## src/sv/holt_joint_smoother_defines.svh

```systemverilog
// ----------------------------------------------------------------------------
// holt_joint_smoother assertion macros
// Shared concurrent assertion forms. They expect clk and rst_n in scope.
// ----------------------------------------------------------------------------
`ifndef HOLT_JOINT_SMOOTHER_DEFINES_SVH
`define HOLT_JOINT_SMOOTHER_DEFINES_SVH

// Same-cycle implication, disabled while in reset
`define HJS_ASSERT_IMPLY(label, ante, cons, msg) \
  label: assert property (@(posedge clk) disable iff (!rst_n) (ante) |-> (cons)) \
    else $error(msg);

// Next-cycle implication, disabled while in reset
`define HJS_ASSERT_NEXT(label, ante, cons, msg) \
  label: assert property (@(posedge clk) disable iff (!rst_n) (ante) |=> (cons)) \
    else $error(msg);

`endif

```

## src/sv/hjs_pkg.sv

```systemverilog
// ----------------------------------------------------------------------------
// hjs_pkg
// Shared constants, types and saturation helper of the joint smoother.
// ----------------------------------------------------------------------------
`default_nettype none

package hjs_pkg;

  // Slot count and derived address width
  localparam int JOINT_COUNT = 7;
  localparam int ADDR_W      = (JOINT_COUNT > 1) ? $clog2(JOINT_COUNT) : 1;

  // Field widths
  localparam int IDX_W       = 3;
  localparam int COORD_COUNT = 5;
  localparam int SAMPLE_W    = 17;   // common signed width of all coordinates
  localparam int XQ_W        = SAMPLE_W + 8;  // sample in Q.8
  localparam int STORE_W     = 26;   // smoothed / trend word, Q.8 signed
  localparam int SUM_W       = 31;   // headroom for adds before saturation
  localparam int DIFF_W      = 28;   // differences fed to the multiplier
  localparam int TSUM_W      = 27;   // level plus trend
  localparam int FACTOR_W    = 17;
  localparam int PROD_W      = FACTOR_W + 1 + DIFF_W;
  localparam int HOLD_W      = 8;
  localparam int DATA_W      = 72;
  localparam int USER_W      = 4;
  localparam int CFG_INDEX_W = 2;
  localparam int NUM_STAGES  = 5;

  // Factor of one in Q1.16
  localparam logic [FACTOR_W-1:0] ONE_Q16 = {1'b1, {(FACTOR_W-1){1'b0}}};

  // Configuration register indexes
  localparam logic [CFG_INDEX_W-1:0] REG_SMOOTHING_FACTOR = 2'd0;
  localparam logic [CFG_INDEX_W-1:0] REG_HOLD_LIMIT       = 2'd1;

  // Per-item update kind seen by the coordinate lanes
  typedef logic [1:0] mode_t;
  localparam mode_t MODE_NONE   = 2'd0;  // no store write
  localparam mode_t MODE_FIRST  = 2'd1;  // level := sample
  localparam mode_t MODE_SECOND = 2'd2;  // trend := sample - level
  localparam mode_t MODE_HOLT   = 2'd3;  // full Holt update

  // Slot tracker decision for one transaction
  typedef struct packed {
    mode_t mode;
    logic  jvalid;
  } slot_ctl_t;

  // Control carried along the lane pipeline
  typedef struct packed {
    logic             vld;
    logic             wr;
    logic             jvalid;
    logic [IDX_W-1:0] idx;
  } stage_ctl_t;

  // Saturate a wide sum to the store range
  localparam logic signed [SUM_W-1:0] SAT_HI =
    {{(SUM_W-STORE_W+1){1'b0}}, {(STORE_W-1){1'b1}}};
  localparam logic signed [SUM_W-1:0] SAT_LO =
    {{(SUM_W-STORE_W+1){1'b1}}, {(STORE_W-1){1'b0}}};

  function automatic logic signed [STORE_W-1:0] sat_store(
    input logic signed [SUM_W-1:0] v
  );
    logic signed [STORE_W-1:0] r;
    if (v > SAT_HI) begin
      r = SAT_HI[STORE_W-1:0];
    end else if (v < SAT_LO) begin
      r = SAT_LO[STORE_W-1:0];
    end else begin
      r = v[STORE_W-1:0];
    end
    return r;
  endfunction

endpackage

`default_nettype wire

```

## src/sv/hjs_lane.sv

```systemverilog
// ----------------------------------------------------------------------------
// hjs_lane
// One coordinate lane: level/trend store and a five-stage Holt datapath.
// ----------------------------------------------------------------------------
`default_nettype none

module hjs_lane (
  input  wire logic                                 clk,
  input  wire logic                                 rst_n,
  input  wire logic                                 adv,
  input  wire hjs_pkg::mode_t                       in_mode,
  input  wire logic [hjs_pkg::ADDR_W-1:0]           in_addr,
  input  wire logic signed [hjs_pkg::SAMPLE_W-1:0]  in_sample,
  input  wire logic [hjs_pkg::FACTOR_W-1:0]         factor,
  output logic signed [hjs_pkg::STORE_W-1:0]        level_out
);

  localparam int SW = hjs_pkg::STORE_W;

  // Store: level in the upper half, trend in the lower half
  logic [2*SW-1:0] mem [hjs_pkg::JOINT_COUNT];
  logic [2*SW-1:0] rd_r;

  // Stage registers
  hjs_pkg::mode_t mode1_r, mode2_r, mode3_r, mode4_r, mode5_r;
  logic [hjs_pkg::ADDR_W-1:0] addr1_r, addr2_r, addr3_r, addr4_r, addr5_r;
  logic signed [hjs_pkg::XQ_W-1:0]   x1_r, x2_r, x3_r;
  logic signed [SW-1:0]              s2_r, s3_r, b2_r, b3_r, b4_r, b5_r;
  logic signed [SW-1:0]              snew4_r, snew5_r;
  logic signed [hjs_pkg::DIFF_W-1:0] e2_r, e3_r, e4_r, e5_r, d2_r;
  logic signed [hjs_pkg::TSUM_W-1:0] t2_r, t3_r;
  logic signed [hjs_pkg::PROD_W-1:0] m1_r, m2_r;

  // Combinational per-stage values
  logic signed [SW-1:0]              s_rd, b_rd;
  logic signed [hjs_pkg::DIFF_W-1:0] e1, d2;
  logic signed [hjs_pkg::TSUM_W-1:0] t1;
  logic signed [hjs_pkg::PROD_W-1:0] m1, m2, m1_rnd, m2_rnd;
  logic signed [SW-1:0]              sn, snew3, bn, b_new;
  logic signed [hjs_pkg::SUM_W-1:0]  sum1, sum2;
  logic signed [hjs_pkg::FACTOR_W:0] a_s;

  assign s_rd = rd_r[2*SW-1:SW];
  assign b_rd = rd_r[SW-1:0];
  assign a_s  = {1'b0, factor};

  // Stage 1: X - S (- B), S + B
  always_comb begin
    e1 = hjs_pkg::DIFF_W'(x1_r) - hjs_pkg::DIFF_W'(s_rd);
    if (mode1_r == hjs_pkg::MODE_HOLT) begin
      e1 = e1 - hjs_pkg::DIFF_W'(b_rd);
    end
    t1 = hjs_pkg::TSUM_W'(s_rd) + hjs_pkg::TSUM_W'(b_rd);
  end

  // Stage 2: a * (X - S - B)
  assign m1 = a_s * e2_r;

  // Stage 3: new level, and its step against S + B
  always_comb begin
    m1_rnd = m1_r + hjs_pkg::PROD_W'(32768);
    sum1   = hjs_pkg::SUM_W'(t3_r) +
             hjs_pkg::SUM_W'($signed(m1_rnd[hjs_pkg::PROD_W-1:16]));
    sn     = hjs_pkg::sat_store(sum1);
    d2     = hjs_pkg::DIFF_W'(sn) - hjs_pkg::DIFF_W'(t3_r);
    case (mode3_r)
      hjs_pkg::MODE_HOLT:  snew3 = sn;
      hjs_pkg::MODE_FIRST: snew3 = SW'(x3_r);
      default:             snew3 = s3_r;
    endcase
  end

  // Stage 4: a * (S' - S - B)
  assign m2 = a_s * d2_r;

  // Stage 5: new trend
  always_comb begin
    m2_rnd = m2_r + hjs_pkg::PROD_W'(32768);
    sum2   = hjs_pkg::SUM_W'(b5_r) +
             hjs_pkg::SUM_W'($signed(m2_rnd[hjs_pkg::PROD_W-1:16]));
    bn     = hjs_pkg::sat_store(sum2);
    case (mode5_r)
      hjs_pkg::MODE_HOLT:   b_new = bn;
      hjs_pkg::MODE_SECOND: b_new = hjs_pkg::sat_store(hjs_pkg::SUM_W'(e5_r));
      default:              b_new = b5_r;
    endcase
  end

  assign level_out = snew5_r;

  // Store write as the item leaves stage 5, registered read at accept
  always_ff @(posedge clk) begin
    if (adv && (mode5_r != hjs_pkg::MODE_NONE)) begin
      mem[addr5_r] <= {snew5_r, b_new};
    end
  end

  always_ff @(posedge clk) begin
    if (adv) begin
      rd_r <= mem[in_addr];
    end
  end

  // Update kind per stage
  always_ff @(posedge clk) begin
    if (!rst_n) begin
      mode1_r <= hjs_pkg::MODE_NONE;
      mode2_r <= hjs_pkg::MODE_NONE;
      mode3_r <= hjs_pkg::MODE_NONE;
      mode4_r <= hjs_pkg::MODE_NONE;
      mode5_r <= hjs_pkg::MODE_NONE;
    end else if (adv) begin
      mode1_r <= in_mode;
      mode2_r <= mode1_r;
      mode3_r <= mode2_r;
      mode4_r <= mode3_r;
      mode5_r <= mode4_r;
    end
  end

  // Datapath registers
  always_ff @(posedge clk) begin
    if (adv) begin
      addr1_r <= in_addr;
      x1_r    <= {in_sample, 8'd0};

      addr2_r <= addr1_r;
      x2_r    <= x1_r;
      s2_r    <= s_rd;
      b2_r    <= b_rd;
      e2_r    <= e1;
      t2_r    <= t1;

      addr3_r <= addr2_r;
      x3_r    <= x2_r;
      s3_r    <= s2_r;
      b3_r    <= b2_r;
      e3_r    <= e2_r;
      t3_r    <= t2_r;
      m1_r    <= m1;

      addr4_r <= addr3_r;
      snew4_r <= snew3;
      b4_r    <= b3_r;
      e4_r    <= e3_r;
      d2_r    <= d2;

      addr5_r <= addr4_r;
      snew5_r <= snew4_r;
      b5_r    <= b4_r;
      e5_r    <= e4_r;
      m2_r    <= m2;
    end
  end

endmodule

`default_nettype wire

```

## config.mk

```make
export PLATFORM = sky130hd
export DESIGN_NAME = hjs_lane
export DESIGN_NICKNAME = d
export VERILOG_FILES = /design/src/sv/holt_joint_smoother_defines.svh /design/src/sv/hjs_pkg.sv /design/src/sv/hjs_lane.sv
export SDC_FILE = /design/constraint.sdc
export NUM_CORES = 2
export LEC_CHECK = 0
export BUFFER_PORTS_ARGS = -buffer_cell sky130_fd_sc_hd__buf_2
export CORE_MARGIN = 1.5
export CORE_UTILIZATION = 65
export CTS_CLUSTER_SIZE = 40
export DETAILED_ROUTE_END_ITERATION = 8
export PLACE_DENSITY = 0.82
export REMOVE_ABC_BUFFERS = 1
export SLEW_MARGIN = 20
export SYNTH_ARGS = -nofsm -noshare
export SYNTH_HDL_FRONTEND = slang
export SYNTH_SLANG_ARGS = --single-unit
```

## constraint.sdc

```tcl
create_clock -name clk -period 9.85 [get_ports clk]
set_input_delay 0.985 -clock clk [delete_from_list [all_inputs] [get_ports clk]]
set_output_delay 0.985 -clock clk [all_outputs]
set_load 0.02 [all_outputs]
```

==> summary.txt <==
Run status
  – Status: complete, no violations

CTS
  – CTS tree: built
  – Worst-Skew Late Latency: 660 ps
  – Clk sinks: 956
  – Number of buffers added for setup after CTS: 0
  – Clock root cell: clkbuf_16
  – CTS Buffer Depth: 3
  – Hold Buf Count CTS: 0
  – H-tree levels: 3
  – Clock slew at reported path FFs: 70 ps
  – Post-CTS sizing: 0
  – Num CTS Buffers: 91

GRT
  – Vias in the first global route: 51000
  – GRT Total Usage: 31.9%
  – GRT overflow: 0
  – Largest net degree at the start of global routing: 179
  – First-pass GRT wire length: 283 mm
  – Initial antenna violation count: 10

Synthesis
  – Syn avg cell area: 11.5 um2
  – Post-synthesis register bit count: 956
  – Mapped cell area: 74400 um2
  – Synth top area cells: edfxtp_1 (38%), fa_1 (25%), ha_1 (6.4%), inv_1 (5.7%), nand2_1 (4.1%)
  – EDFF count, synth: 946
  – Cell count after synthesis: 6447
  – Cell accounting for the most synthesized area: edfxtp_1
  – Ys flop type: edfxtp_1
  – Synth warn: 0
  – Post-synthesis sequential area ratio: 38.5%
  – Post-synth top area share: 38.2%
  – Cell variety after synth: 88
  – Synth async-reset ratio: 0%

Layout
  – Core Util, Final: 70.3%
  – Final Non-Filler Cells: 8021
  – Final net count: 7788
  – Area Growth Syn to Fin: 6.76%
  – Filler cell count: 7675
  – Share of cells above drive strength 1: 6.80%

Setup path
  – Required @ worst endpoint: 10380 ps
  – Most used cell, CP: nand2_1
  – Arrival time worst endpoint: 8770 ps
  – FF-to-FF Start: m1_r[17]
  – Critical Path Start Type: flop
  – Critical path class: reg -> reg
  – Delay-heaviest family, CP: compound AO/OA/AOI/OAI gates
  – Crit path capture type: flop
  – Slowest stage delay, CP: 950 ps
  – Buf/Inv on CP: 0
  – Reg-to-reg endpoint: d2_r[27]
  – R2R depth: 27
  – Reg2Reg Setup Slack: 1610 ps
  – CP max stage cell: a2111oi_0
  – Worst-path maximum fanout: 10

Die
  – Row cnt: 123
  – Chip width: 341 um
  – Initial core utilization: 65.8%
  – Total core area: 113000 um2
  – Num ports: 68
  – Chip height: 341 um
  – Die ar.: 116000 um2

STA
  – Period utilization: 83.7%
  – # setup viols final: 0
  – Fmax: 121 MHz
  – Clock skew: 41.2 ps
  – Worst relative slew slack: 21.4%
  – Final hold violation count: 0
  – Fin Setup TNS: 0 ps
  – Fin. max-slew vios: 0
  – RSZ-0062 raised after global routing: false
  – Worst-Margin Slew: 1180 ps
  – Tmin final: 8240 ps

Place
  – Port Buf Inserts: 67
  – DP Wirelength: 130 mm
  – GPL Wtd Cong: 0.952
  – Placed Cells: 7849

Detailed routing
  – Drt via density: 6.03
  – Vias: 48400
  – DRT iter0 DRCs: 4772
  – Final wirelength: 180 mm
  – First drt pass iteration count: 6
  – ANT nets after route: 0
  – DRC: 0
  – WL/cell: 22.5 um

Flow run
  – Maxcap violations: 0

Worst hold path
  – Worst hold path startpoint: t2_r[7]
  – Min-delay worst type: reg -> reg
  – Hold EP: t3_r[7]
  – WHS Path Cells: 0
[cell families (layout without fill, tap and decap cells)]
family,after synthesis,count (layout),share of synthesized area [%]
AO/OA/AOI/OAI,722,722,6.32
XOR/XNOR,256,256,3.02
adder cells (fa/ha/maj),1304,1304,31.3
buffers and inverters,1359,1429,6.90
flip-flops,956,956,38.5
multiplexers,171,171,3.27
other,0,4,0
AND/OR/NAND/NOR,1679,1679,10.8
[cell type report]
| class | count | area, um2 | area share [%] |
|---|---|---|---|
| antenna | 4 | 10.0 | 0.0126 |
| clock buffer | 108 | 2480 | 3.12 |
| inverter | 1126 | 4230 | 5.32 |
| timing repair buffer | 135 | 885 | 1.11 |
| sequential | 956 | 28600 | 36.0 |
| tap | 1500 | 1880 | 2.36 |
| multi-input combinational | 4132 | 40700 | 51.2 |
| clock inverter | 60 | 629 | 0.793 |
[metal layers]
layer | GRT usage [%] | part of all wire, % | vias up
li1 | - | - | 21000
met1 | 42.4 | 37 | 24500
met2 | 52.1 | 48 | 2354
met3 | 4.44 | 9.0 | 503
met4 | 15.7 | 5.5 | 0
met5 | 0 | 0 | -
[worst max-delay path by stage]
stage	from	end	slack, ps	depth (start not counted)
detailed placement	factor[3]	m2_r[31]	1380	22
global route	m1_r[17]	d2_r[27]	1080	27
finish	m1_r[17]	d2_r[27]	1610	27
floorplan	factor[3]	m1_r[45]	2970	19
CTS	m1_r[17]	d2_r[27]	1880	27
global placement	factor[3]	m1_r[45]	1580	22
[synth_stat cells, drive strengths merged, types with 52 or more instances]
master  number
nor2       169
and2       403
mux4        52
xnor2      172
nand2      809
mux2i       62
edfxtp     946
mux2        57
nand3       56
inv       1126
ha         381
clkbuf     206
fa         923
a21o        81
o21ai      177
xor2        84
a21oi      192
[registers in the layout, indices dropped and copies added (netlist names), 27 cells and up]
name	count
m1_r	31
rd_r	52
mem	364
e4_r	28
d2_r	28
m2_r	31
e3_r	28
t2_r	27
e2_r	28
e5_r	28
t3_r	27
[per-stage QoR]
stage          instance area [um2]  worst slack [ps]  hold WS, ps
2_1_floorplan                73500              2970          400
3_3_place_gp                 76200              1580          400
3_5_place_dp                 76300              1380          405
4_1_cts                      79400              1880          395
5_1_grt                      79400              1080          400
6_report                     79400              1610          398
[layout by cell type, fill, tap and decap left out, types with 52 or more instances in the layout]
| cell type | synthesis | layout |
|---|---|---|
| fa_1 | 923 | 923 |
| buf_4 | 3 | 67 |
| nor2_1 | 169 | 163 |
| a21o_1 | 81 | 81 |
| mux4_2 | 52 | 52 |
| o21ai_0 | 169 | 169 |
| ha_1 | 381 | 381 |
| and2_1 | 402 | 402 |
| nand3_1 | 56 | 56 |
| buf_2 | 5 | 64 |
| a21oi_1 | 182 | 182 |
| xnor2_1 | 172 | 172 |
| nand2_1 | 808 | 808 |
| mux2i_1 | 62 | 62 |
| mux2_2 | 57 | 57 |
| clkbuf_16 | 0 | 97 |
| edfxtp_1 | 946 | 946 |
| inv_1 | 1126 | 1126 |
| xor2_1 | 84 | 84 |
Power is left out: the tool's default activity adds up to more than one toggle a clock period on the data nets, which glitch-free logic cannot reach.
