[src/sv/holt_joint_smoother_defines.svh]
// ----------------------------------------------------------------------------
// holt_joint_smoother assertion macros
// Shared concurrent assertion forms. They expect clk and rst_n in scope.
// ----------------------------------------------------------------------------
`ifndef HOLT_JOINT_SMOOTHER_DEFINES_SVH
`define HOLT_JOINT_SMOOTHER_DEFINES_SVH

// Same-cycle implication, disabled while in reset
`define HJS_ASSERT_IMPLY(label, ante, cons, msg) \
  label: assert property (@(posedge clk) disable iff (!rst_n) (ante) |-> (cons)) \
    else $error(msg);

// Next-cycle implication, disabled while in reset
`define HJS_ASSERT_NEXT(label, ante, cons, msg) \
  label: assert property (@(posedge clk) disable iff (!rst_n) (ante) |=> (cons)) \
    else $error(msg);

`endif

[src/sv/hjs_pkg.sv]
// ----------------------------------------------------------------------------
// hjs_pkg
// Shared constants, types and saturation helper of the joint smoother.
// ----------------------------------------------------------------------------
`default_nettype none

package hjs_pkg;

  // Slot count and derived address width
  localparam int JOINT_COUNT = 7;
  localparam int ADDR_W      = (JOINT_COUNT > 1) ? $clog2(JOINT_COUNT) : 1;

  // Field widths
  localparam int IDX_W       = 3;
  localparam int COORD_COUNT = 5;
  localparam int SAMPLE_W    = 17;   // common signed width of all coordinates
  localparam int XQ_W        = SAMPLE_W + 8;  // sample in Q.8
  localparam int STORE_W     = 26;   // smoothed / trend word, Q.8 signed
  localparam int SUM_W       = 31;   // headroom for adds before saturation
  localparam int DIFF_W      = 28;   // differences fed to the multiplier
  localparam int TSUM_W      = 27;   // level plus trend
  localparam int FACTOR_W    = 17;
  localparam int PROD_W      = FACTOR_W + 1 + DIFF_W;
  localparam int HOLD_W      = 8;
  localparam int DATA_W      = 72;
  localparam int USER_W      = 4;
  localparam int CFG_INDEX_W = 2;
  localparam int NUM_STAGES  = 5;

  // Factor of one in Q1.16
  localparam logic [FACTOR_W-1:0] ONE_Q16 = {1'b1, {(FACTOR_W-1){1'b0}}};

  // Configuration register indexes
  localparam logic [CFG_INDEX_W-1:0] REG_SMOOTHING_FACTOR = 2'd0;
  localparam logic [CFG_INDEX_W-1:0] REG_HOLD_LIMIT       = 2'd1;

  // Per-item update kind seen by the coordinate lanes
  typedef logic [1:0] mode_t;
  localparam mode_t MODE_NONE   = 2'd0;  // no store write
  localparam mode_t MODE_FIRST  = 2'd1;  // level := sample
  localparam mode_t MODE_SECOND = 2'd2;  // trend := sample - level
  localparam mode_t MODE_HOLT   = 2'd3;  // full Holt update

  // Slot tracker decision for one transaction
  typedef struct packed {
    mode_t mode;
    logic  jvalid;
  } slot_ctl_t;

  // Control carried along the lane pipeline
  typedef struct packed {
    logic             vld;
    logic             wr;
    logic             jvalid;
    logic [IDX_W-1:0] idx;
  } stage_ctl_t;

  // Saturate a wide sum to the store range
  localparam logic signed [SUM_W-1:0] SAT_HI =
    {{(SUM_W-STORE_W+1){1'b0}}, {(STORE_W-1){1'b1}}};
  localparam logic signed [SUM_W-1:0] SAT_LO =
    {{(SUM_W-STORE_W+1){1'b1}}, {(STORE_W-1){1'b0}}};

  function automatic logic signed [STORE_W-1:0] sat_store(
    input logic signed [SUM_W-1:0] v
  );
    logic signed [STORE_W-1:0] r;
    if (v > SAT_HI) begin
      r = SAT_HI[STORE_W-1:0];
    end else if (v < SAT_LO) begin
      r = SAT_LO[STORE_W-1:0];
    end else begin
      r = v[STORE_W-1:0];
    end
    return r;
  endfunction

endpackage

`default_nettype wire

[src/sv/hjs_ctrl.sv]
// ----------------------------------------------------------------------------
// hjs_ctrl
// Slot tracker: valid marks and hold counters, decides each update kind.
// ----------------------------------------------------------------------------
`default_nettype none

module hjs_ctrl (
  input  wire logic                          clk,
  input  wire logic                          rst_n,
  input  wire logic                          acc,
  input  wire logic [hjs_pkg::IDX_W-1:0]     idx,
  input  wire logic                          present,
  input  wire logic [hjs_pkg::HOLD_W-1:0]    hold_limit,
  output hjs_pkg::slot_ctl_t                 ctl
);

  logic [hjs_pkg::JOINT_COUNT-1:0] sv_r, sv_nxt;
  logic [hjs_pkg::JOINT_COUNT-1:0] tv_r, tv_nxt;
  logic [hjs_pkg::HOLD_W-1:0]      hc_r   [hjs_pkg::JOINT_COUNT];
  logic [hjs_pkg::HOLD_W-1:0]      hc_nxt [hjs_pkg::JOINT_COUNT];

  logic [hjs_pkg::ADDR_W-1:0] addr;
  logic                       in_range;
  logic                       sv_cur, tv_cur;
  logic [hjs_pkg::HOLD_W-1:0] hc_cur;

  assign addr     = hjs_pkg::ADDR_W'(idx);
  assign in_range = 32'(idx) < hjs_pkg::JOINT_COUNT;
  assign sv_cur   = in_range ? sv_r[addr] : 1'b0;
  assign tv_cur   = in_range ? tv_r[addr] : 1'b0;
  assign hc_cur   = in_range ? hc_r[addr] : '0;

  // Decision for the item on the input
  always_comb begin
    ctl.mode   = hjs_pkg::MODE_NONE;
    ctl.jvalid = 1'b0;
    if (in_range) begin
      if (present) begin
        ctl.jvalid = 1'b1;
        if (!sv_cur) begin
          ctl.mode = hjs_pkg::MODE_FIRST;
        end else if (!tv_cur) begin
          ctl.mode = hjs_pkg::MODE_SECOND;
        end else begin
          ctl.mode = hjs_pkg::MODE_HOLT;
        end
      end else begin
        // absent joint keeps showing while the hold lasts
        ctl.jvalid = sv_cur && (hc_cur != '0);
      end
    end
  end

  // Slot state update
  always_comb begin
    sv_nxt = sv_r;
    tv_nxt = tv_r;
    hc_nxt = hc_r;
    if (acc && in_range) begin
      if (present) begin
        hc_nxt[addr] = hold_limit;
        if (!sv_cur) begin
          sv_nxt[addr] = 1'b1;
        end else if (!tv_cur) begin
          tv_nxt[addr] = 1'b1;
        end
      end else if (sv_cur || tv_cur) begin
        if (hc_cur != '0) begin
          hc_nxt[addr] = hc_cur - 1'b1;
        end else begin
          sv_nxt[addr] = 1'b0;
          tv_nxt[addr] = 1'b0;
          hc_nxt[addr] = hold_limit;
        end
      end
    end
  end

  always_ff @(posedge clk) begin
    if (!rst_n) begin
      sv_r <= '0;
      tv_r <= '0;
      for (int i = 0; i < hjs_pkg::JOINT_COUNT; i++) begin
        hc_r[i] <= '0;
      end
    end else begin
      sv_r <= sv_nxt;
      tv_r <= tv_nxt;
      hc_r <= hc_nxt;
    end
  end

endmodule

`default_nettype wire

[config.mk]
export PLATFORM = sky130hd
export DESIGN_NAME = hjs_ctrl
export DESIGN_NICKNAME = d
export VERILOG_FILES = /design/src/sv/holt_joint_smoother_defines.svh /design/src/sv/hjs_pkg.sv /design/src/sv/hjs_ctrl.sv
export SDC_FILE = /design/constraint.sdc
export NUM_CORES = 1
export LEC_CHECK = 0
export ABC_CLOCK_PERIOD_IN_PS = 3340
export BUFFER_PORTS_ARGS = -buffer_cell sky130_fd_sc_hd__buf_2
export CORE_MARGIN = 2
export CORE_UTILIZATION = 30
export CTS_CLUSTER_DIAMETER = 60
export DETAILED_ROUTE_END_ITERATION = 8
export REMOVE_ABC_BUFFERS = 1
export SYNTH_ARGS = -nofsm -noshare
export SYNTH_HDL_FRONTEND = slang
export SYNTH_SLANG_ARGS = --single-unit
export TNS_END_PERCENT = 100
[constraint.sdc]
create_clock -name clk -period 3.34 [get_ports clk]
set_clock_uncertainty 0.15 [all_clocks]
set_input_delay 0.334 -clock clk [delete_from_list [all_inputs] [get_ports clk]]
set_output_delay 0.334 -clock clk [all_outputs]
set_load 0.01 [all_outputs]
==> results.sh, run 1 <==
export IMPL_syn2layout_area_growth_pct=18.9
export IMPL_clkTransAtPathRegs_ns=0.06
export IMPL_syn_avg_cell_area_sq_um=8.86
export IMPL_swShare_pct=25.2
export IMPL_synthArstFlopShare_pct=0
export IMPL_ys_warn_count=0
export IMPL_totalWireLength_mm=10.8
export IMPL_clock_latency_ns=0.34
export IMPL_drtPass1Iterations=4
export IMPL_clock_path_buffers=2
export IMPL_antenna_found_initial=0
export IMPL_grt_max_degree=42
export IMPL_ys_types=61
export IMPL_cap_viol_max_count=0
export IMPL_track_usage_pct=17.7
export IMPL_yosys_area_top_type="dfxtp_1"
export IMPL_synthAdderAreaFrac_pct=0.347
export IMPL_startpoint_type="input port"
export IMPL_grt_pass1_vias=3189
export IMPL_crit_path_end_kind="output port"
export IMPL_wl_per_cell_microns=18.3
export IMPL_rr_worst_depth=11
export IMPL_p_seq_share_pct=39.6
export IMPL_p_int_uw=1620
export IMPL_slew_limit_headroom_pct=39.3
export IMPL_pre_cts_ws_ns=0.0982
export IMPL_start_util_pct=30.4
export IMPL_gp_congestion=0.904
export IMPL_worstSetupPathType="in2out"
export IMPL_fmax_mhz=333
export IMPL_grtUsageMet1_pct=23.5
export IMPL_synth_seq_area_share_pct=38.9
export IMPL_grt_pass1_wl_mm=17.3
export IMPL_synth_commonest_cells="70 x dfxtp_1, 63 x nand2_1, 47 x mux2i_1, 28 x o21ai_0, 28 x o22ai_1"
export IMPL_antenna_cells_inserted=0
export IMPL_chipHeight_microns=114
export IMPL_synth_flop_cell="dfxtp_1"
export IMPL_irDropWorstVdd_mv=0.287
export IMPL_yosysMostFrequentCell="dfxtp_1"
export IMPL_post_cts_buffers=0
export IMPL_cts_tree="done"
export IMPL_yosys_area_share_simple_pct=14.9
export IMPL_yosys_mux_area_fraction_pct=14.6
export IMPL_leakage_uw=0.00157
export IMPL_r2r_slack_ns=0.51
export IMPL_synthCells=407
export IMPL_synth_xor_area_share_pct=0.729
export IMPL_critPathMaxFanout=13
export IMPL_slew_violations=0
export IMPL_crit_arrival_ns=2.52
export IMPL_hold_path_depth=3
export IMPL_drt_iter0_drc=262
export IMPL_synth_top_area_share_pct=38.9
export IMPL_synthTopCellsByArea="dfxtp_1 39%, mux2i_1 13%, nand2_1 6.6%"
export IMPL_synth_top_family_by_area="compound AO/OA/AOI/OAI gates"
export IMPL_synth_compound_area_share_pct=25.5
export IMPL_outcome="completed"
export IMPL_crit_required_ns=2.86
export IMPL_cts_max_level=3
export IMPL_reg2reg_to="hc_r[13]"
export IMPL_cts_root_buffer="clkbuf_16"
export IMPL_numClockSinks=70
export IMPL_drc=0
export IMPL_finalSetupViolations=0
export IMPL_whs_endpoint="hc_r[23]"
export IMPL_grt_use_met2_pct=28.3
export IMPL_die_x_microns=114
export IMPL_period_share_pct=90.0
export IMPL_combPwrFrac_pct=12.7
export IMPL_numPortBuffers=17
export IMPL_placementRows=40
export IMPL_hold_viol=0
export IMPL_top_usage_layer="met2"
export IMPL_die_area_sq_um=12900
export IMPL_p_clk_share_pct=47.8
export IMPL_ctsResizeCount=0
export IMPL_overflow=0
export IMPL_r2r_start="hc_r[41]"
export IMPL_min_period_ns=3.01
export IMPL_dp_hpwl_mm=7.77
export IMPL_syn_area_sq_um=3610
export IMPL_p_per_area_nw_per_um2=506
export IMPL_setup_ws_ns=0.334
export IMPL_p_switching_uw=546
export IMPL_rsz0062_at_grt="false"
export IMPL_vias=3205
export IMPL_final_layout_size_suffix_gt1_share_pct=18.3
export IMPL_nNetsFinal=455
export IMPL_synth_edff_count=0
export IMPL_drtAntennaViolNets=0
export IMPL_setup_tns_ns=0
export IMPL_hold_path_class="in2reg"
export IMPL_ioPinCount=18
export IMPL_core_sq_um=11900
export IMPL_yosys_register_bits=70
export IMPL_numCtsBuffers=9
export IMPL_min_from="hold_limit[7]"
export IMPL_met3_usage_pct=3.77
export IMPL_ctsHoldBuffers=0
export IMPL_vias_per_cell=5.43
export IMPL_worst_pin_slew_ns=0.903
worst max path at each step:
stage	from	endpoint	slack [ns]
6_report	idx[0]	ctl[0]	0.33
5_1_grt	idx[0]	hc_r[52]	0.14
4_1_cts	idx[0]	ctl[0]	0.36
3_5_place_dp	idx[0]	hc_r[52]	0.1
3_3_place_gp	idx[0]	hc_r[21]	0.11
2_1_floorplan	idx[0]	flop	0.52
per-stage QoR:
step                      cells  power, uW  hold slack, ns  util (%)  instance area [sq um]
after detailed placement    575       1150           0.299      33.4                   3970
after global routing        590       2250           0.310      36.2                   4290
after floorplan             380       1010           0.282         -                   3450
after CTS                   590       2190           0.295      36.2                   4290
final                       590       2170           0.286      36.2                   4290
after global placement      575       1150           0.289      33.4                   3970
final cells by class:
type	count	area (sq um)
clock buffer	10	239
clock inverter	5	83.8
fill	1220	7570
inverter	8	30.0
multi-input combinational	302	2020
sequential	70	1400
tap	147	184
timing repair buffer	48	330
routing by layer:
layer | part of all wire, % | vias to the layer above
met5 | 0 | -
met4 | 2.4 | 0
met3 | 4.5 | 24
met2 | 46 | 75
met1 | 47 | 1542
li1 | - | 1564
cell usage in the layout (no fill, tap or decap), types with 4 or more instances in the layout:
master / n
a211oi_1: 6
a21oi_1: 23
buf_2: 17
buf_4: 30
clkbuf_16: 9
dfxtp_1: 70
inv_1: 8
mux2i_1: 47
nand2_1: 63
nand2b_1: 5
nand3_1: 6
nor2_1: 27
o211ai_1: 4
o21ai_0: 28
o221ai_1: 4
o22ai_1: 28
cell families (layout without fill, tap and decap cells):
kind of cell | Yosys count | count (layout)
DFF | 70 | 70
xor gates and xnor gates | 3 | 3
and+or+nand+nor | 121 | 121
buffers and inverters | 35 | 71
adders and majority gates | 1 | 1
AOI/OAI and AO/OA | 126 | 126
muxes | 51 | 51
power by group through the flow:
stage | clock network [uW] | logic (uW) | registers, uW
2_1_floorplan | 0 | 141 | 874
3_3_place_gp | 0 | 270 | 876
3_5_place_dp | 0 | 272 | 877
4_1_cts | 1050 | 273 | 858
5_1_grt | 1090 | 298 | 860
6_report | 1040 | 275 | 859
critical path, stage by stage:
cell and delay [ns]:
buf_2 0.29, buf_4 0.22, buf_4 0.16, mux2i_1 0.22, o22ai_1 0.16, a311o_1 0.36, nor2_1 0.27, a31oi_1 0.17
o21a_1 0.20, buf_2 0.13
Note: power is estimated with default switching activity, not from simulation.
==> run 2: changes to the inputs <==
--- a/config.mk
+++ b/config.mk
@@ -8,9 +8,11 @@
 export ABC_CLOCK_PERIOD_IN_PS = 3340
 export BUFFER_PORTS_ARGS = -buffer_cell sky130_fd_sc_hd__buf_2
 export CORE_MARGIN = 2
-export CORE_UTILIZATION = 30
+export CORE_UTILIZATION = 55
 export CTS_CLUSTER_DIAMETER = 60
+export CTS_CLUSTER_SIZE = 14
 export DETAILED_ROUTE_END_ITERATION = 8
+export PLACE_DENSITY_LB_ADDON = 0.05
 export REMOVE_ABC_BUFFERS = 1
 export SYNTH_ARGS = -nofsm -noshare
 export SYNTH_HDL_FRONTEND = slang
==> results.sh, run 2 (synthesized netlist as in run 1, its figures left out) <==
export IMPL_setup_tns_ns=0
export IMPL_syn2layout_area_growth_pct=13.4
export IMPL_placementRows=29
export IMPL_antenna_found_initial=0
export IMPL_worst_pin_slew_ns=1.02
export IMPL_gp_congestion=0.900
export IMPL_cap_viol_max_count=0
export IMPL_postLayoutCoreUtil_pct=64.4
export IMPL_grt_pass1_wl_mm=16.0
export IMPL_most_common_layout_cells="70 x dfxtp_1, 63 x nand2_1, 47 x mux2i_1"
export IMPL_cts_tree="done"
export IMPL_min_period_ns=3.08
export IMPL_crit_path_end_kind="output port"
export IMPL_track_usage_pct=28.7
export IMPL_crit_arrival_ns=2.60
export IMPL_start_util_pct=56.8
export IMPL_clkTransAtPathRegs_ns=0.07
export IMPL_grt_max_degree=36
export IMPL_drtAntennaViolNets=0
export IMPL_final_common_cell="dfxtp_1"
export IMPL_totalWireLength_mm=9.82
export IMPL_chipHeight_microns=85.0
export IMPL_r2r_slack_ns=0.46
export IMPL_clock_latency_ns=0.35
export IMPL_vias=3244
export IMPL_ioPinCount=18
export IMPL_antenna_cells_inserted=0
export IMPL_startpoint_type="input port"
export IMPL_r2r_start="hc_r[41]"
export IMPL_cts_root_buffer="clkbuf_8"
export IMPL_overflow=0
export IMPL_dp_hpwl_mm=7.01
export IMPL_finalPower_uw=1910
export IMPL_crit_required_ns=2.86
export IMPL_die_area_sq_um=7220
export IMPL_grt_use_met2_pct=43.5
export IMPL_grt_pass1_vias=3140
export IMPL_slew_violations=0
export IMPL_whs_endpoint="hc_r[8]"
export IMPL_hold_viol=0
export IMPL_irDropWorstVdd_mv=0.411
export IMPL_leakage_uw=0.00153
export IMPL_p_per_area_nw_per_um2=468
export IMPL_fmax_mhz=325
export IMPL_min_from="hold_limit[0]"
export IMPL_slew_limit_headroom_pct=31.8
export IMPL_grtUsageMet1_pct=38.4
export IMPL_top_usage_layer="met2"
export IMPL_post_cts_buffers=0
export IMPL_period_share_pct=92.2
export IMPL_die_x_microns=85.0
export IMPL_numPortBuffers=17
export IMPL_final_layout_size_suffix_gt1_share_pct=17.7
export IMPL_finalSetupViolations=0
export IMPL_vias_per_cell=6.26
export IMPL_rsz0062_at_grt="false"
export IMPL_outcome="completed"
export IMPL_ctsHoldBuffers=0
export IMPL_numCtsBuffers=9
export IMPL_worstSetupPathType="in2out"
export IMPL_cts_max_level=3
export IMPL_drtPass1Iterations=5
export IMPL_hold_path_depth=4
export IMPL_met3_usage_pct=5.93
export IMPL_clock_path_buffers=2
export IMPL_drt_iter0_drc=174
export IMPL_rr_worst_depth=10
export IMPL_nNetsFinal=452
export IMPL_numClockSinks=70
export IMPL_core_sq_um=6350
export IMPL_wl_per_cell_microns=19.0
export IMPL_hold_path_class="in2reg"
export IMPL_critPathMaxFanout=17
export IMPL_ctsResizeCount=0
export IMPL_drc=0
[run 2: power by group]
part	switching (uW)	internal, uW
combinational	167	100
clock	322	466
sequential	8.13	849
total	498	1420
[run 2: worst max path at each step]
stage	slack (ns)	startpoint	cells after the start	end
global placement	0.09	idx[0]	9	hc_r[37]
CTS	0.30	idx[0]	9	ctl[0]
detailed placement	0.06	idx[0]	9	hc_r[33]
floorplan	0.52	idx[0]	10	flop
finish	0.26	idx[0]	9	ctl[0]
global route	0.12	idx[0]	9	ctl[0]
[run 2: cell type report]
class                      instances  area, sq um
clock buffer                      12          155
clock inverter                     4         77.6
fill                             569         2260
inverter                           8         30.0
multi-input combinational        302         2020
sequential                        70         1400
tap                               77         96.3
timing repair buffer              45          308
[run 2: metrics by stage]
step           setup WS (ns)  instance area (sq um)  hold slack (ns)  cells
3_3_place_gp          0.0880                   3860            0.295    502
2_1_floorplan          0.523                   3450            0.282    380
6_report               0.260                   4090            0.277    518
3_5_place_dp          0.0552                   3860            0.304    502
4_1_cts                0.296                   4090            0.261    518
5_1_grt                0.121                   4090            0.303    518
[run 2: routing by layer]
metal | part of all wire (%) | routed length (microns)
met5 | 0 | 0
met4 | 4.0 | 395
met3 | 6.8 | 672
met2 | 45 | 4410
met1 | 44 | 4340
[run 2: critical path: stages]
cell	delay [ns]
buf_2	0.27
buf_4	0.34
mux2i_1	0.22
o221ai_1	0.24
a2111oi_4	0.51
buf_4	0.21
a31oi_1	0.13
o21a_1	0.21
buf_2	0.13
