[config.mk]
export PLATFORM = sky130hd
export DESIGN_NAME = hjs_merge
export DESIGN_NICKNAME = d
export VERILOG_FILES = /design/src/sv/holt_joint_smoother_defines.svh /design/src/sv/hjs_pkg.sv /design/src/sv/hjs_merge.sv
export SDC_FILE = /design/constraint.sdc
export NUM_CORES = 1
export LEC_CHECK = 0
export ABC_AREA = 1
export BUFFER_PORTS_ARGS = -buffer_cell sky130_fd_sc_hd__buf_2
export CORE_MARGIN = 2
export CORE_UTILIZATION = 40
export CTS_BUF_LIST = sky130_fd_sc_hd__clkbuf_8
export CTS_CLUSTER_SIZE = 30
export DETAILED_ROUTE_END_ITERATION = 10
export PLACE_DENSITY = 0.68
export SETUP_SLACK_MARGIN = 0.3
export SYNTH_ARGS = -nofsm -noshare
export SYNTH_HDL_FRONTEND = slang
export SYNTH_SLANG_ARGS = --single-unit
export TNS_END_PERCENT = 10
[constraint.sdc]
create_clock -name clk -period 1.9 [get_ports clk]
set_input_delay 0.095 -clock clk [delete_from_list [all_inputs] [get_ports clk]]
set_output_delay 0.095 -clock clk [all_outputs]
set_load 0.01 [all_outputs]
[src/sv/holt_joint_smoother_defines.svh]
// ----------------------------------------------------------------------------
// holt_joint_smoother assertion macros
// Shared concurrent assertion forms. They expect clk and rst_n in scope.
// ----------------------------------------------------------------------------
`ifndef HOLT_JOINT_SMOOTHER_DEFINES_SVH
`define HOLT_JOINT_SMOOTHER_DEFINES_SVH

// Same-cycle implication, disabled while in reset
`define HJS_ASSERT_IMPLY(label, ante, cons, msg) \
  label: assert property (@(posedge clk) disable iff (!rst_n) (ante) |-> (cons)) \
    else $error(msg);

// Next-cycle implication, disabled while in reset
`define HJS_ASSERT_NEXT(label, ante, cons, msg) \
  label: assert property (@(posedge clk) disable iff (!rst_n) (ante) |=> (cons)) \
    else $error(msg);

`endif

[src/sv/hjs_pkg.sv]
// ----------------------------------------------------------------------------
// hjs_pkg
// Shared constants, types and saturation helper of the joint smoother.
// ----------------------------------------------------------------------------
`default_nettype none

package hjs_pkg;

  // Slot count and derived address width
  localparam int JOINT_COUNT = 7;
  localparam int ADDR_W      = (JOINT_COUNT > 1) ? $clog2(JOINT_COUNT) : 1;

  // Field widths
  localparam int IDX_W       = 3;
  localparam int COORD_COUNT = 5;
  localparam int SAMPLE_W    = 17;   // common signed width of all coordinates
  localparam int XQ_W        = SAMPLE_W + 8;  // sample in Q.8
  localparam int STORE_W     = 26;   // smoothed / trend word, Q.8 signed
  localparam int SUM_W       = 31;   // headroom for adds before saturation
  localparam int DIFF_W      = 28;   // differences fed to the multiplier
  localparam int TSUM_W      = 27;   // level plus trend
  localparam int FACTOR_W    = 17;
  localparam int PROD_W      = FACTOR_W + 1 + DIFF_W;
  localparam int HOLD_W      = 8;
  localparam int DATA_W      = 72;
  localparam int USER_W      = 4;
  localparam int CFG_INDEX_W = 2;
  localparam int NUM_STAGES  = 5;

  // Factor of one in Q1.16
  localparam logic [FACTOR_W-1:0] ONE_Q16 = {1'b1, {(FACTOR_W-1){1'b0}}};

  // Configuration register indexes
  localparam logic [CFG_INDEX_W-1:0] REG_SMOOTHING_FACTOR = 2'd0;
  localparam logic [CFG_INDEX_W-1:0] REG_HOLD_LIMIT       = 2'd1;

  // Per-item update kind seen by the coordinate lanes
  typedef logic [1:0] mode_t;
  localparam mode_t MODE_NONE   = 2'd0;  // no store write
  localparam mode_t MODE_FIRST  = 2'd1;  // level := sample
  localparam mode_t MODE_SECOND = 2'd2;  // trend := sample - level
  localparam mode_t MODE_HOLT   = 2'd3;  // full Holt update

  // Slot tracker decision for one transaction
  typedef struct packed {
    mode_t mode;
    logic  jvalid;
  } slot_ctl_t;

  // Control carried along the lane pipeline
  typedef struct packed {
    logic             vld;
    logic             wr;
    logic             jvalid;
    logic [IDX_W-1:0] idx;
  } stage_ctl_t;

  // Saturate a wide sum to the store range
  localparam logic signed [SUM_W-1:0] SAT_HI =
    {{(SUM_W-STORE_W+1){1'b0}}, {(STORE_W-1){1'b1}}};
  localparam logic signed [SUM_W-1:0] SAT_LO =
    {{(SUM_W-STORE_W+1){1'b1}}, {(STORE_W-1){1'b0}}};

  function automatic logic signed [STORE_W-1:0] sat_store(
    input logic signed [SUM_W-1:0] v
  );
    logic signed [STORE_W-1:0] r;
    if (v > SAT_HI) begin
      r = SAT_HI[STORE_W-1:0];
    end else if (v < SAT_LO) begin
      r = SAT_LO[STORE_W-1:0];
    end else begin
      r = v[STORE_W-1:0];
    end
    return r;
  endfunction

endpackage

`default_nettype wire

[src/sv/hjs_merge.sv]
// ----------------------------------------------------------------------------
// hjs_merge
// Merges the five lane levels into one result and holds the output register.
// ----------------------------------------------------------------------------
`default_nettype none

module hjs_merge (
  input  wire logic                                clk,
  input  wire logic                                rst_n,
  input  wire logic                                adv,
  input  wire hjs_pkg::stage_ctl_t                 last_ctl,
  input  wire logic signed [hjs_pkg::STORE_W-1:0]  level [hjs_pkg::COORD_COUNT],
  output logic                                     out_tvalid,
  output logic [hjs_pkg::USER_W-1:0]               out_tuser,
  output logic [hjs_pkg::DATA_W-1:0]               out_tdata
);

  localparam int RW = hjs_pkg::STORE_W - 7;   // width after dropping 8 fraction bits

  logic                         vld_r;
  logic [hjs_pkg::USER_W-1:0]   user_r, user_nxt;
  logic [hjs_pkg::DATA_W-1:0]   data_r, data_nxt;
  logic signed [RW-1:0]         rnd [hjs_pkg::COORD_COUNT];

  function automatic logic [15:0] sat_mm(input logic signed [RW-1:0] v);
    logic [15:0] r;
    if (v > RW'(32767)) begin
      r = 16'h7FFF;
    end else if (v < -RW'(32768)) begin
      r = 16'h8000;
    end else begin
      r = v[15:0];
    end
    return r;
  endfunction

  function automatic logic [11:0] sat_px(input logic signed [RW-1:0] v);
    logic [11:0] r;
    if (v < 0) begin
      r = 12'h000;
    end else if (v > RW'(4095)) begin
      r = 12'hFFF;
    end else begin
      r = v[11:0];
    end
    return r;
  endfunction

  // Round half up out of Q.8
  always_comb begin
    logic signed [hjs_pkg::STORE_W:0] tmp;
    for (int c = 0; c < hjs_pkg::COORD_COUNT; c++) begin
      tmp    = (hjs_pkg::STORE_W+1)'(level[c]) + (hjs_pkg::STORE_W+1)'(128);
      rnd[c] = tmp[hjs_pkg::STORE_W:8];
    end
  end

  // Pack the result; coordinates read zero for an empty slot
  always_comb begin
    user_nxt = {last_ctl.jvalid, last_ctl.idx};
    data_nxt = '0;
    if (last_ctl.jvalid) begin
      data_nxt[15:0]  = sat_mm(rnd[0]);
      data_nxt[31:16] = sat_mm(rnd[1]);
      data_nxt[47:32] = sat_mm(rnd[2]);
      data_nxt[59:48] = sat_px(rnd[3]);
      data_nxt[71:60] = sat_px(rnd[4]);
    end
  end

  always_ff @(posedge clk) begin
    if (!rst_n) begin
      vld_r <= 1'b0;
    end else if (adv) begin
      vld_r <= last_ctl.vld;
    end
  end

  always_ff @(posedge clk) begin
    if (adv) begin
      user_r <= user_nxt;
      data_r <= data_nxt;
    end
  end

  assign out_tvalid = vld_r;
  assign out_tuser  = user_r;
  assign out_tdata  = data_r;

endmodule

`default_nettype wire
==> summary.md, run 1 <==
| Metric | Value |
|---|---|
| Initial Util | 0.407 |
| Warnings, synthesis | 0 |
| M1 wire length | 5750 um |
| HPWL after detailed placement | 9520 um |
| Pleak | between 2 and 3 nW |
| Vias in the first global route | approximately 4200 |
| Register area share after synthesis | 0.430 |
| Uppermost layer routed | met4 |
| I/O pin count | 216 |
| Die Height | 120 um |
| Max stage delay on crit path | 0.22 ns |
| Die width | 120 um |
| Max-cap violations | 0 |
| GRT Total Usage | 0.171 |
| Ant diodes | 0 |
| Clock share of power | 0.268 |
| Worst Setup SP | level[33] |
| Pwr/cell area | 602 nW/um^2 |
| Layout area overhead | 25.7% |
| CTS tree | yes |
| R2R depth | 3 |
| Max transition margin | 0.729 |
| Worst-path clk slew | about 0.080 ns |
| DRC viols | 0 |
| Worst Tran Pin Value | 0.406 ns |
| Worst path cell trace | buf_2 -> ha_1 -> nand3_2 -> nor2_4 -> nand2_2 -> nor2_1 -> nor2_1 -> nor2_1 -> nand3_1 -> o21bai_2 -> buf_12 -> a21oi_1 |
| I/O Buffers | 179 |
| First-pass GRT wire length | between 15000 and 20000 um |
| Core ar. | approximately 13000 sq um |
| Tot Pwr | 4.05 mW |
| Net Sw Frac | 0.293 |
| CP max FO | 11 |
| Initial antenna violation count | 0 |
| Antenna Violating Nets Remaining | 0 |
| Site Rows | 42 |
| WS Path Type | in2reg |
| Max clock buf depth | 2 |
| Slew Limit Fails | 0 |
| WP data required | ~2 ns |
| Fin crit share | 0.765 |
| Clock root buffer | clkbuf_8 |
| RSZ-0062 raised after global routing | yes |
| End of the worst hold path | out_tuser[3] |
| Total number of vias | 4638 |
| Clock sinks | 77 |
| Iteration-0 DRC Markers | around 270 |
| CTS H-Tree Depth | 3 |
| Worst skew pair latency | 0.34 ns |
| Setup TNS | 0 ns |
| WHS | 0.135 ns |
| CTS buffer count | 9 |
| Peak supply drop | 0.000234 V |
| Crit-path slowest cell | ha_1 |
| Syn_nets | 769 |
| NetSw | about 1.2 mW |
| Worst Hold Class | in2reg |
| Routability Congestion | between 0.8 and 0.9 |
| Comb pwr share | 0.222 |
| Final nets | 964 |
| Hold path depth | 1 |
| RR Endpoint | out_tvalid |
| CP top delay family | simple AND/OR/NAND/NOR gates |
| Hold Startpoint | last_ctl[3] |
| Final Skew | 0 ns |
| WP buf/inv | 2 |
| Routed length on met2 | 5560 um |
| Netlist cell types | 36 |
| Metal3 WL | 553 um |
| Fmax | about 700 MHz |
| Crit path time final | 1.45 ns |
| Crit path launch type | input pin |
| Cell Int Power | 2.86 mW |
| Mean Syn Cell Area | around 8.6 sq um |
| Reg2reg setup slack | 0.67 ns |
| Drt pass-1 iters | 4 |
| Final hold viol count | 0 |
| Grt ovf | 0 |
| Synth Register Bits | between 70 and 80 |
| Crit. End Element | register |
| Flop pwr share | 0.510 |
| Largest net degree at the start of global routing | slightly below 80 |
| Final setup viols | 0 |
| DIE AREA | roughly 14000 sq um |
| Syn Inst Count | between 600 and 700 |
| Vias/cell | about 4.6 |
| Worst r2r src | out_tvalid |
| Post-Syn Area | 5350 sq um |
| Most used cell along the critical path | nor2_1 |
| Routed WL per cell | approximately 12 um |
| Worst Path Arrival | 1.55 ns |
| Layout cells sized above 1 | 0.361 |
| Total Wirelength | 12000 um |
| Run status | completed |
==> area by class of cell <==
type	instances	area [sq um]
clock buffer	9	124
clock inverter	7	43.8
fill	1273	6410
inverter	64	240
multi-input combinational	474	2740
sequential	77	2300
tap	176	220
timing repair buffer	194	1060
==> cells in the mapped netlist, drive strengths merged <==
cell | instances | share of area
ha | 5 | 0.012
nand2 | 172 | 0.14
nor4 | 1 | 0.0012
xnor2 | 30 | 0.051
o21bai | 4 | 0.0063
a31oi | 1 | 0.0012
dfxtp | 1 | 0.0037
or2 | 1 | 0.0016
buf | 6 | 0.016
nand4 | 12 | 0.014
inv | 62 | 0.043
clkinv | 2 | 0.0014
nand3 | 39 | 0.044
nor2 | 87 | 0.076
edfxtp | 76 | 0.43
nor3 | 6 | 0.0087
xor2 | 32 | 0.052
clkbuf | 4 | 0.0028
o21ai | 22 | 0.023
nand3b | 3 | 0.0042
a21oi | 59 | 0.075
==> sequential cells by signal, summed over array words and instances, names as in the netlist <==
signal,cells
out_tvalid,1
out_tdata,72
out_tuser,4
==> power by group through the flow <==
stage / Clock [mW] / Sequential, mW / Combinational, mW
5_1_grt: 1.21 / 2.08 / 1.00
6_report: 1.08 / 2.06 / 0.899
3_3_place_gp: 0 / 2.10 / 0.890
2_1_floorplan: 0 / 2.19 / 0.394
3_5_place_dp: 0 / 2.10 / 0.892
4_1_cts: 1.12 / 2.07 / 0.905
==> cells in the final DEF (no fill, tap or decap), types with 4 or more instances in the layout <==
| cell type | netlist | final |
|---|---|---|
| nand2_2 | 28 | 26 |
| xor2_1 | 32 | 32 |
| nor2_2 | 10 | 10 |
| nand3_1 | 31 | 29 |
| nor3_1 | 4 | 4 |
| buf_4 | 0 | 8 |
| nand3_2 | 8 | 10 |
| xnor2_1 | 29 | 29 |
| o21ai_0 | 19 | 19 |
| buf_2 | 0 | 178 |
| nor2_4 | 7 | 7 |
| nand2_1 | 142 | 142 |
| inv_1 | 60 | 60 |
| nor2_1 | 70 | 70 |
| ha_1 | 5 | 5 |
| a21oi_2 | 28 | 28 |
| edfxtp_1 | 76 | 76 |
| a21oi_1 | 31 | 31 |
| clkbuf_8 | 0 | 9 |
| dlygate4sd3_1 | 0 | 5 |
| nand4_1 | 12 | 12 |
==> how the worst max path moves through the flow <==
stage          depth (start not counted)            end
3_3_place_gp                          13  out_tdata[70]
4_1_cts                               11   out_tdata[4]
6_report                              12  out_tdata[49]
2_1_floorplan                         13  out_tdata[21]
3_5_place_dp                          11   out_tdata[3]
5_1_grt                               13  out_tdata[44]
==> logic make-up after synthesis <==
group / Yosys count / synth area share
compound gates: 86 / 0.106
xor+xnor: 62 / 0.103
fa+ha+maj: 5 / 0.0117
buf+inv: 74 / 0.0636
flops: 77 / 0.430
simple gates: 321 / 0.286
==> worst register-to-register path, delay by kind of cell (launching register included) <==
kind / cells / cell delay, ns
buf+inv: 1 / 0.57
flops: 1 / 0.32
compound gates: 2 / 0.23
==> per-stage QoR <==
| step | instances | setup slack [ns] | cell area, sq um | util |
|---|---|---|---|---|
| 4_1_cts | 1001 | 0.399 | 6700 | 0.510 |
| 3_5_place_dp | 980 | 0.0246 | 6490 | 0.494 |
| 2_1_floorplan | 625 | 0.309 | 5360 | - |
| 5_1_grt | 1001 | 0.237 | 6730 | 0.512 |
| 3_3_place_gp | 980 | 0.0742 | 6490 | 0.494 |
| 6_report | 1001 | 0.446 | 6730 | 0.512 |
==> routing by layer <==
metal,track usage,vias up
met4,0.0478,0
met5,0,-
met3,0.0356,9
met2,0.271,114
met1,0.237,2061
li1,-,2454
==> timing repair <==
action | in CTS | in global routing
endpoints found under the hold margin | 4 | 0
resized for setup | 0 | 4
hold buffers | 5 | 0
endpoints found under the setup margin | 0 | 40
buffers inserted | 0 | 0
Power figures use the tool's default switching activity.
==> run 2: changes to the inputs <==
--- a/config.mk
+++ b/config.mk
@@ -12,7 +12,7 @@
 export CTS_BUF_LIST = sky130_fd_sc_hd__clkbuf_8
 export CTS_CLUSTER_SIZE = 30
 export DETAILED_ROUTE_END_ITERATION = 10
-export PLACE_DENSITY = 0.68
+export PLACE_DENSITY = 0.71
 export SETUP_SLACK_MARGIN = 0.3
 export SYNTH_ARGS = -nofsm -noshare
 export SYNTH_HDL_FRONTEND = slang
==> constraint.sdc (replaced) <==
create_clock -name clk -period 1.2 [get_ports clk]
set_input_delay 0.06 -clock clk [delete_from_list [all_inputs] [get_ports clk]]
set_output_delay 0.06 -clock clk [all_outputs]
set_load 0.01 [all_outputs]
==> summary.md, run 2 (synthesis results as in run 1) <==
| Metric | Value |
|---|---|
| Run status | complete, but fails checks |
| Violated checks | negative setup slack |
| Fin worst setup slack | -0.162 ns (-0.608 ns) |
| Layout cells sized above 1 | 0.539 (+0.178) |
| Initial antenna violation count | 0 (unchanged) |
| Max stage delay on crit path | 0.23 ns (about the same) |
| RSZ-0062 raised after global routing | yes |
| Worst Hold Class | in2reg |
| Most used cell along the critical path | nor2_1 |
| Ant diodes | 0 (unchanged) |
| Routed WL per cell | 13.0 um (+8.4%) |
| Pleak | 3.90 nW (+33%) |
| I/O Buffers | 179 (unchanged) |
| WS Path Type | in2reg |
| Core ar. | 13100 sq um (unchanged) |
| Largest net degree at the start of global routing | 28 (-65%) |
| Core Util, Final | 0.661 (+0.149) |
| CTS buffer count | 9 (unchanged) |
| First-pass GRT wire length | 23000 um (+17%) |
| Critical path depth | 12 (unchanged) |
| DIE AREA | 14300 sq um (unchanged) |
| Worst skew pair latency | 0.34 ns (about the same) |
| HPWL after detailed placement | 11000 um (+15%) |
| Grt ovf | 0 (unchanged) |
| Pwr/cell area | 869 nW/um^2 (+44%) |
| DP Worst Slack | -0.572 ns (-0.597 ns) |
| Commonest non-fill, non-tap cells in the layout | buf_4, buf_2, nand2_1 |
| Slew Limit Fails | 0 (unchanged) |
| WP buf/inv | 2 (unchanged) |
| Total Wirelength | 15200 um (+26%) |
| Crit path launch type | input pin |
| Final cell count without fillers | 1167 (+17%) |
| Iteration-0 DRC Markers | 347 (+29%) |
| Tot Pwr | 7.54 mW (+86%) |
| DRC viols | 0 (unchanged) |
| Final Cell Area | 8680 sq um (+29%) |
| Clock sinks | 77 (unchanged) |
| Antenna Violating Nets Remaining | 0 (unchanged) |
| Drt pass-1 iters | 4 (unchanged) |
| Vias in the first global route | 4986 (+18%) |
| Vias/cell | 4.70 (+1.4%) |
| Worst path cell trace | buf_8 -> ha_4 -> nand3_4 -> nor2_4 -> nand2_2 -> nor2_1 -> nor2_1 -> nor2_1 -> nand3_2 -> o21bai_4 -> clkbuf_16 -> a21oi_2 |
| Total number of vias | 5484 (+18%) |
| Site Rows | 42 (unchanged) |
| Final hold viol count | 0 (unchanged) |
| Peak supply drop | 0.000595 V (+150%) |
| CTS tree | yes |
| Max FFs per register | 72 (unchanged) |
| Crit path time final | between 1 and 1.5 ns |
| Fin crit share | 1.14 |
| Crit-path slowest cell | o21bai_4 |
| Final nets | 1130 (+17%) |
| Clock root buffer | clkbuf_8 |
| CP top delay family | simple AND/OR/NAND/NOR gates |
| Routability Congestion | 0.939 (+6.8%) |
| Fmax | approximately 730 MHz |
| Die Height | 120 um (unchanged) |
| Worst-path clk slew | 0.07 ns (about the same) |
| I/O pin count | 216 (unchanged) |
| Worst Path Arrival | 1.46 ns (-0.09 ns) |
| Placed cell areas | 7660 sq um (+18%) |
| Max clock buf depth | 2 (unchanged) |
| WP data required | 1.29 ns (-0.71 ns) |
| Max transition margin | 0.777 (+0.0477) |
| Layout area overhead | 62.3% |
| CP max FO | 5 (-6) |
| Hold path depth | 1 (unchanged) |
| Worst Tran Pin Value | 0.334 ns (-0.0715 ns) |
| Max-cap violations | 0 (unchanged) |
| Placed insts | 1126 (+15%) |
| Final setup viols | 57 (+57) |
| Initial Util | 0.407 (unchanged) |
| Die width | 120 um (unchanged) |
| Crit. End Element | register |
| Fillers | 1082 (-15%) |
| CTS H-Tree Depth | 3 (unchanged) |
| R2R depth | 2 (-1) |
| GRT Total Usage | 0.199 (+0.0278) |
| Final Skew | 0 ns (unchanged) |
| Most common cell after layout, fill and taps aside | buf_4 |
[run 2: cell type report]
class	instances	area (sq um)	area share
clock buffers	9	124	0.0143
well taps	176	220	0.0254
repair buffers	358	2520	0.290
clock inverters	7	106	0.0122
inverters	64	243	0.0279
multi-input cells	476	3170	0.365
flip-flops and latches	77	2300	0.265
[run 2: worst paths after layout]
check / from / endpoint / slack, ns
setup reg to reg: out_tvalid / out_tvalid / 0.54
hold / removal: adv / out_tdata[51] / 0.07
setup / recovery: level[34] / out_tdata[51] / -0.16
hold reg to reg: out_tvalid / out_tvalid / 0.56
[run 2: what timing repair did]
item,4_1_cts,5_1_grt
pin swaps,36,33
gates resized for setup,80,69
endpoints found under the hold margin,4,0
cloned,3,1
setup endpoints to repair,141,149
hold buffers,5,0
buffers inserted,8,8
[run 2: through the flow]
step / hold WS (ns) / setup TNS (ns)
finish: 0.0671 / -4.17
CTS: 0.0572 / -2.95
floorplan: 0.153 / -15.80
global route: 0.0705 / -11.92
detailed placement: 0.239 / -34.48
global placement: 0.238 / -32.05
[run 2: per-layer routing]
metal  wire (um)  GRT usage  vias up
li1            -          -     2795
met5           0          0        -
met4         527     0.0868        0
met2        7480      0.337      163
met3         720     0.0247       39
met1        6430      0.254     2487
[run 2: power by group]
group / total (mW) / internal, mW / switching [mW]
logic: 2.02 / 0.960 / 1.06
registers: 3.28 / 3.22 / 0.0613
clock network: 2.25 / 1.36 / 0.889
total: 7.54 / 5.54 / 2.01
==> run 3: changes to the inputs <==
--- a/config.mk
+++ b/config.mk
@@ -12,8 +12,9 @@
 export CTS_BUF_LIST = sky130_fd_sc_hd__clkbuf_8
 export CTS_CLUSTER_SIZE = 30
 export DETAILED_ROUTE_END_ITERATION = 10
-export PLACE_DENSITY = 0.71
+export PLACE_DENSITY = 0.68
 export SETUP_SLACK_MARGIN = 0.3
+export SLEW_MARGIN = 20
 export SYNTH_ARGS = -nofsm -noshare
 export SYNTH_HDL_FRONTEND = slang
 export SYNTH_SLANG_ARGS = --single-unit
==> constraint.sdc (replaced) <==
create_clock -name clk -period 1.7 [get_ports clk]
set_input_delay 0.085 -clock clk [delete_from_list [all_inputs] [get_ports clk]]
set_output_delay 0.085 -clock clk [all_outputs]
set_load 0.01 [all_outputs]
==> summary.md, run 3 (synthesis results as in run 1) <==
| Metric | Value |
|---|---|
| Run status | completed |
| Fin crit share | 0.811 |
| Max clock buf depth | 2 (unchanged) |
| Total Wirelength | 12900 um (-15%) |
| CTS buffer count | 9 (unchanged) |
| Core ar. | 13100 sq um (unchanged) |
| Worst Path Arrival | 1.47 ns (about the same) |
| Pleak | 3.15 nW (-19%) |
| Initial Util | 0.407 (unchanged) |
| Clock share of power | 0.307 (+0.009) |
| Clock sinks | 77 (unchanged) |
| Slew Limit Fails | 0 (unchanged) |
| Worst Hold Class | in2reg |
| Initial antenna violation count | 0 (unchanged) |
| NetSw | 1.36 mW (-32%) |
| Layout cells sized above 1 | 0.422 (-0.117) |
| WHS | 0.149 ns (+0.0817 ns) |
| Largest net degree at the start of global routing | 38 (+36%) |
| Total number of vias | 4807 (-12%) |
| Pwr/cell area | 675 nW/um^2 (-22%) |
| Reg2reg setup slack | 0.50 ns (-0.04 ns) |
| Worst-path clk slew | 0.08 ns (about the same) |
| Cell Int Power | 3.58 mW (-35%) |
| Flop pwr share | 0.467 (+0.032) |
| Grt ovf | 0 (unchanged) |
| Worst skew pair latency | 0.34 ns (about the same) |
| I/O pin count | 216 (unchanged) |
| Comb pwr share | 0.226 (-0.041) |
| Crit path time final | 1.38 ns |
| Worst Tran Pin Value | 0.392 ns (+0.0575 ns) |
| RR Endpoint | out_tvalid |
| Max FFs per register | 72 (unchanged) |
| Iteration-0 DRC Markers | 240 (-31%) |
| Vias in the first global route | 4219 (-15%) |
| Layout area overhead | 36.8% |
| Fillers | 1258 (+16%) |
| CTS H-Tree Depth | 3 (unchanged) |
| WS Path Type | in2reg |
| Final Skew | 0 ns (unchanged) |
| Crit path launch type | input pin |
| Worst r2r src | out_tvalid |
| DRC viols | 0 (unchanged) |
| Vias/cell | 4.66 (-0.78%) |
| Routability Congestion | 0.940 (+0.15%) |
| Site Rows | 42 (unchanged) |
| Crit. End Element | register |
| Fmax | 725 MHz |
| Die Height | 120 um (unchanged) |
| Antenna Violating Nets Remaining | 0 (unchanged) |
| Net Sw Frac | 0.275 (+0.00899) |
| HPWL after detailed placement | 10100 um (-8.2%) |
| Ant diodes | 0 (unchanged) |
| Final nets | 994 (-12%) |
| Clock root buffer | clkbuf_8 |
| Drt pass-1 iters | 4 (unchanged) |
| WP data required | 1.79 ns (+0.50 ns) |
| Peak supply drop | 0.000297 V (-50%) |
| First-pass GRT wire length | 19900 um (-13%) |
| RSZ-0062 raised after global routing | yes |
| End of the worst hold path | out_tdata[60] |
| CTS tree | yes |
| CP max FO | 5 (unchanged) |
| R2R depth | 3 (+1) |
| Setup TNS | 0 ns (+4.17 ns) |
| Commonest non-fill, non-tap cells in the layout | buf_2, nand2_1, edfxtp_1 |
| Max transition margin | 0.739 (-0.0383) |
| Die width | 120 um (unchanged) |
| Max-cap violations | 0 (unchanged) |
| Most common cell after layout, fill and taps aside | buf_2 |
| Hold path depth | 4 (+3) |
| I/O Buffers | 179 (unchanged) |
| GRT Total Usage | 0.172 (-0.0262) |
| Hold Startpoint | level[7] |
| DIE AREA | 14300 sq um (unchanged) |
| Routed WL per cell | 12.5 um (-3.4%) |
| Final setup viols | 0 (-100%) |
| Final hold viol count | 0 (unchanged) |
run 3: final cells by class:
class | count | area, sq um | area share
Timing Repair Buffer | 222 | 1330 | 0.182
Sequential cell | 77 | 2300 | 0.314
Clock buffer | 10 | 138 | 0.0188
Tap cell | 176 | 220 | 0.0301
Clock inverter | 6 | 80.1 | 0.0109
Multi-Input combinational cell | 476 | 3010 | 0.411
Inverter | 64 | 240 | 0.0328
run 3: metrics by stage:
stage / total power, mW / setup WS [ns] / area (sq um) / util / instances
after floorplan: 2.90 / 0.189 / 5410 / - / 625
after global placement: 3.38 / -0.0235 / 6710 / 0.511 / 1003
after detailed placement: 3.38 / -0.0539 / 6710 / 0.511 / 1003
after CTS: 4.90 / 0.315 / 6980 / 0.531 / 1024
after global routing: 5.19 / 0.233 / 7320 / 0.557 / 1031
final: 4.94 / 0.321 / 7320 / 0.557 / 1031
run 3: worst max-delay path by stage:
stage	endpoint	startpoint	slack, ns
floorplan	out_tdata[21]	level[85]	0.19
CTS	out_tdata[69]	level[7]	0.31
global placement	out_tdata[69]	level[7]	-0.02
finish	out_tdata[56]	level[34]	0.32
detailed placement	out_tdata[68]	level[7]	-0.05
global route	out_tdata[56]	level[43]	0.23
run 3: repair_timing:
item,in CTS,in global routing
endpoints found under the setup margin,0,68
buffers inserted,0,3
hold buffers,5,0
endpoints found under the hold margin,4,0
gates resized for setup,0,64
run 3: worst max-delay path: stages:
cell and delay [ns]:
buf_2 0.12, ha_4 0.15, nand3_4 0.08, nor2_4 0.14, nand2_2 0.08, nor2_2 0.08, nor2_1 0.04, nor2_1 0.13
nand3_2 0.11, o21bai_4 0.20, clkbuf_16 0.18, a21oi_2 0.05
run 3: power groups by stage:
| stage | clock network (mW) | logic [mW] | registers [mW] |
|---|---|---|---|
| 3_5_place_dp | 0 | 1.03 | 2.35 |
| 5_1_grt | 1.64 | 1.23 | 2.32 |
| 3_3_place_gp | 0 | 1.03 | 2.35 |
| 6_report | 1.52 | 1.12 | 2.31 |
| 2_1_floorplan | 0 | 0.447 | 2.45 |
| 4_1_cts | 1.55 | 1.05 | 2.31 |
run 3: per-layer routing:
layer | vias to the layer above | track usage | part of all wire
met1 | 2127 | 0.235 | 0.46
met4 | 0 | 0.0610 | 0.019
met2 | 146 | 0.277 | 0.47
met3 | 19 | 0.0295 | 0.054
met5 | - | 0 | 0
li1 | 2515 | - | -
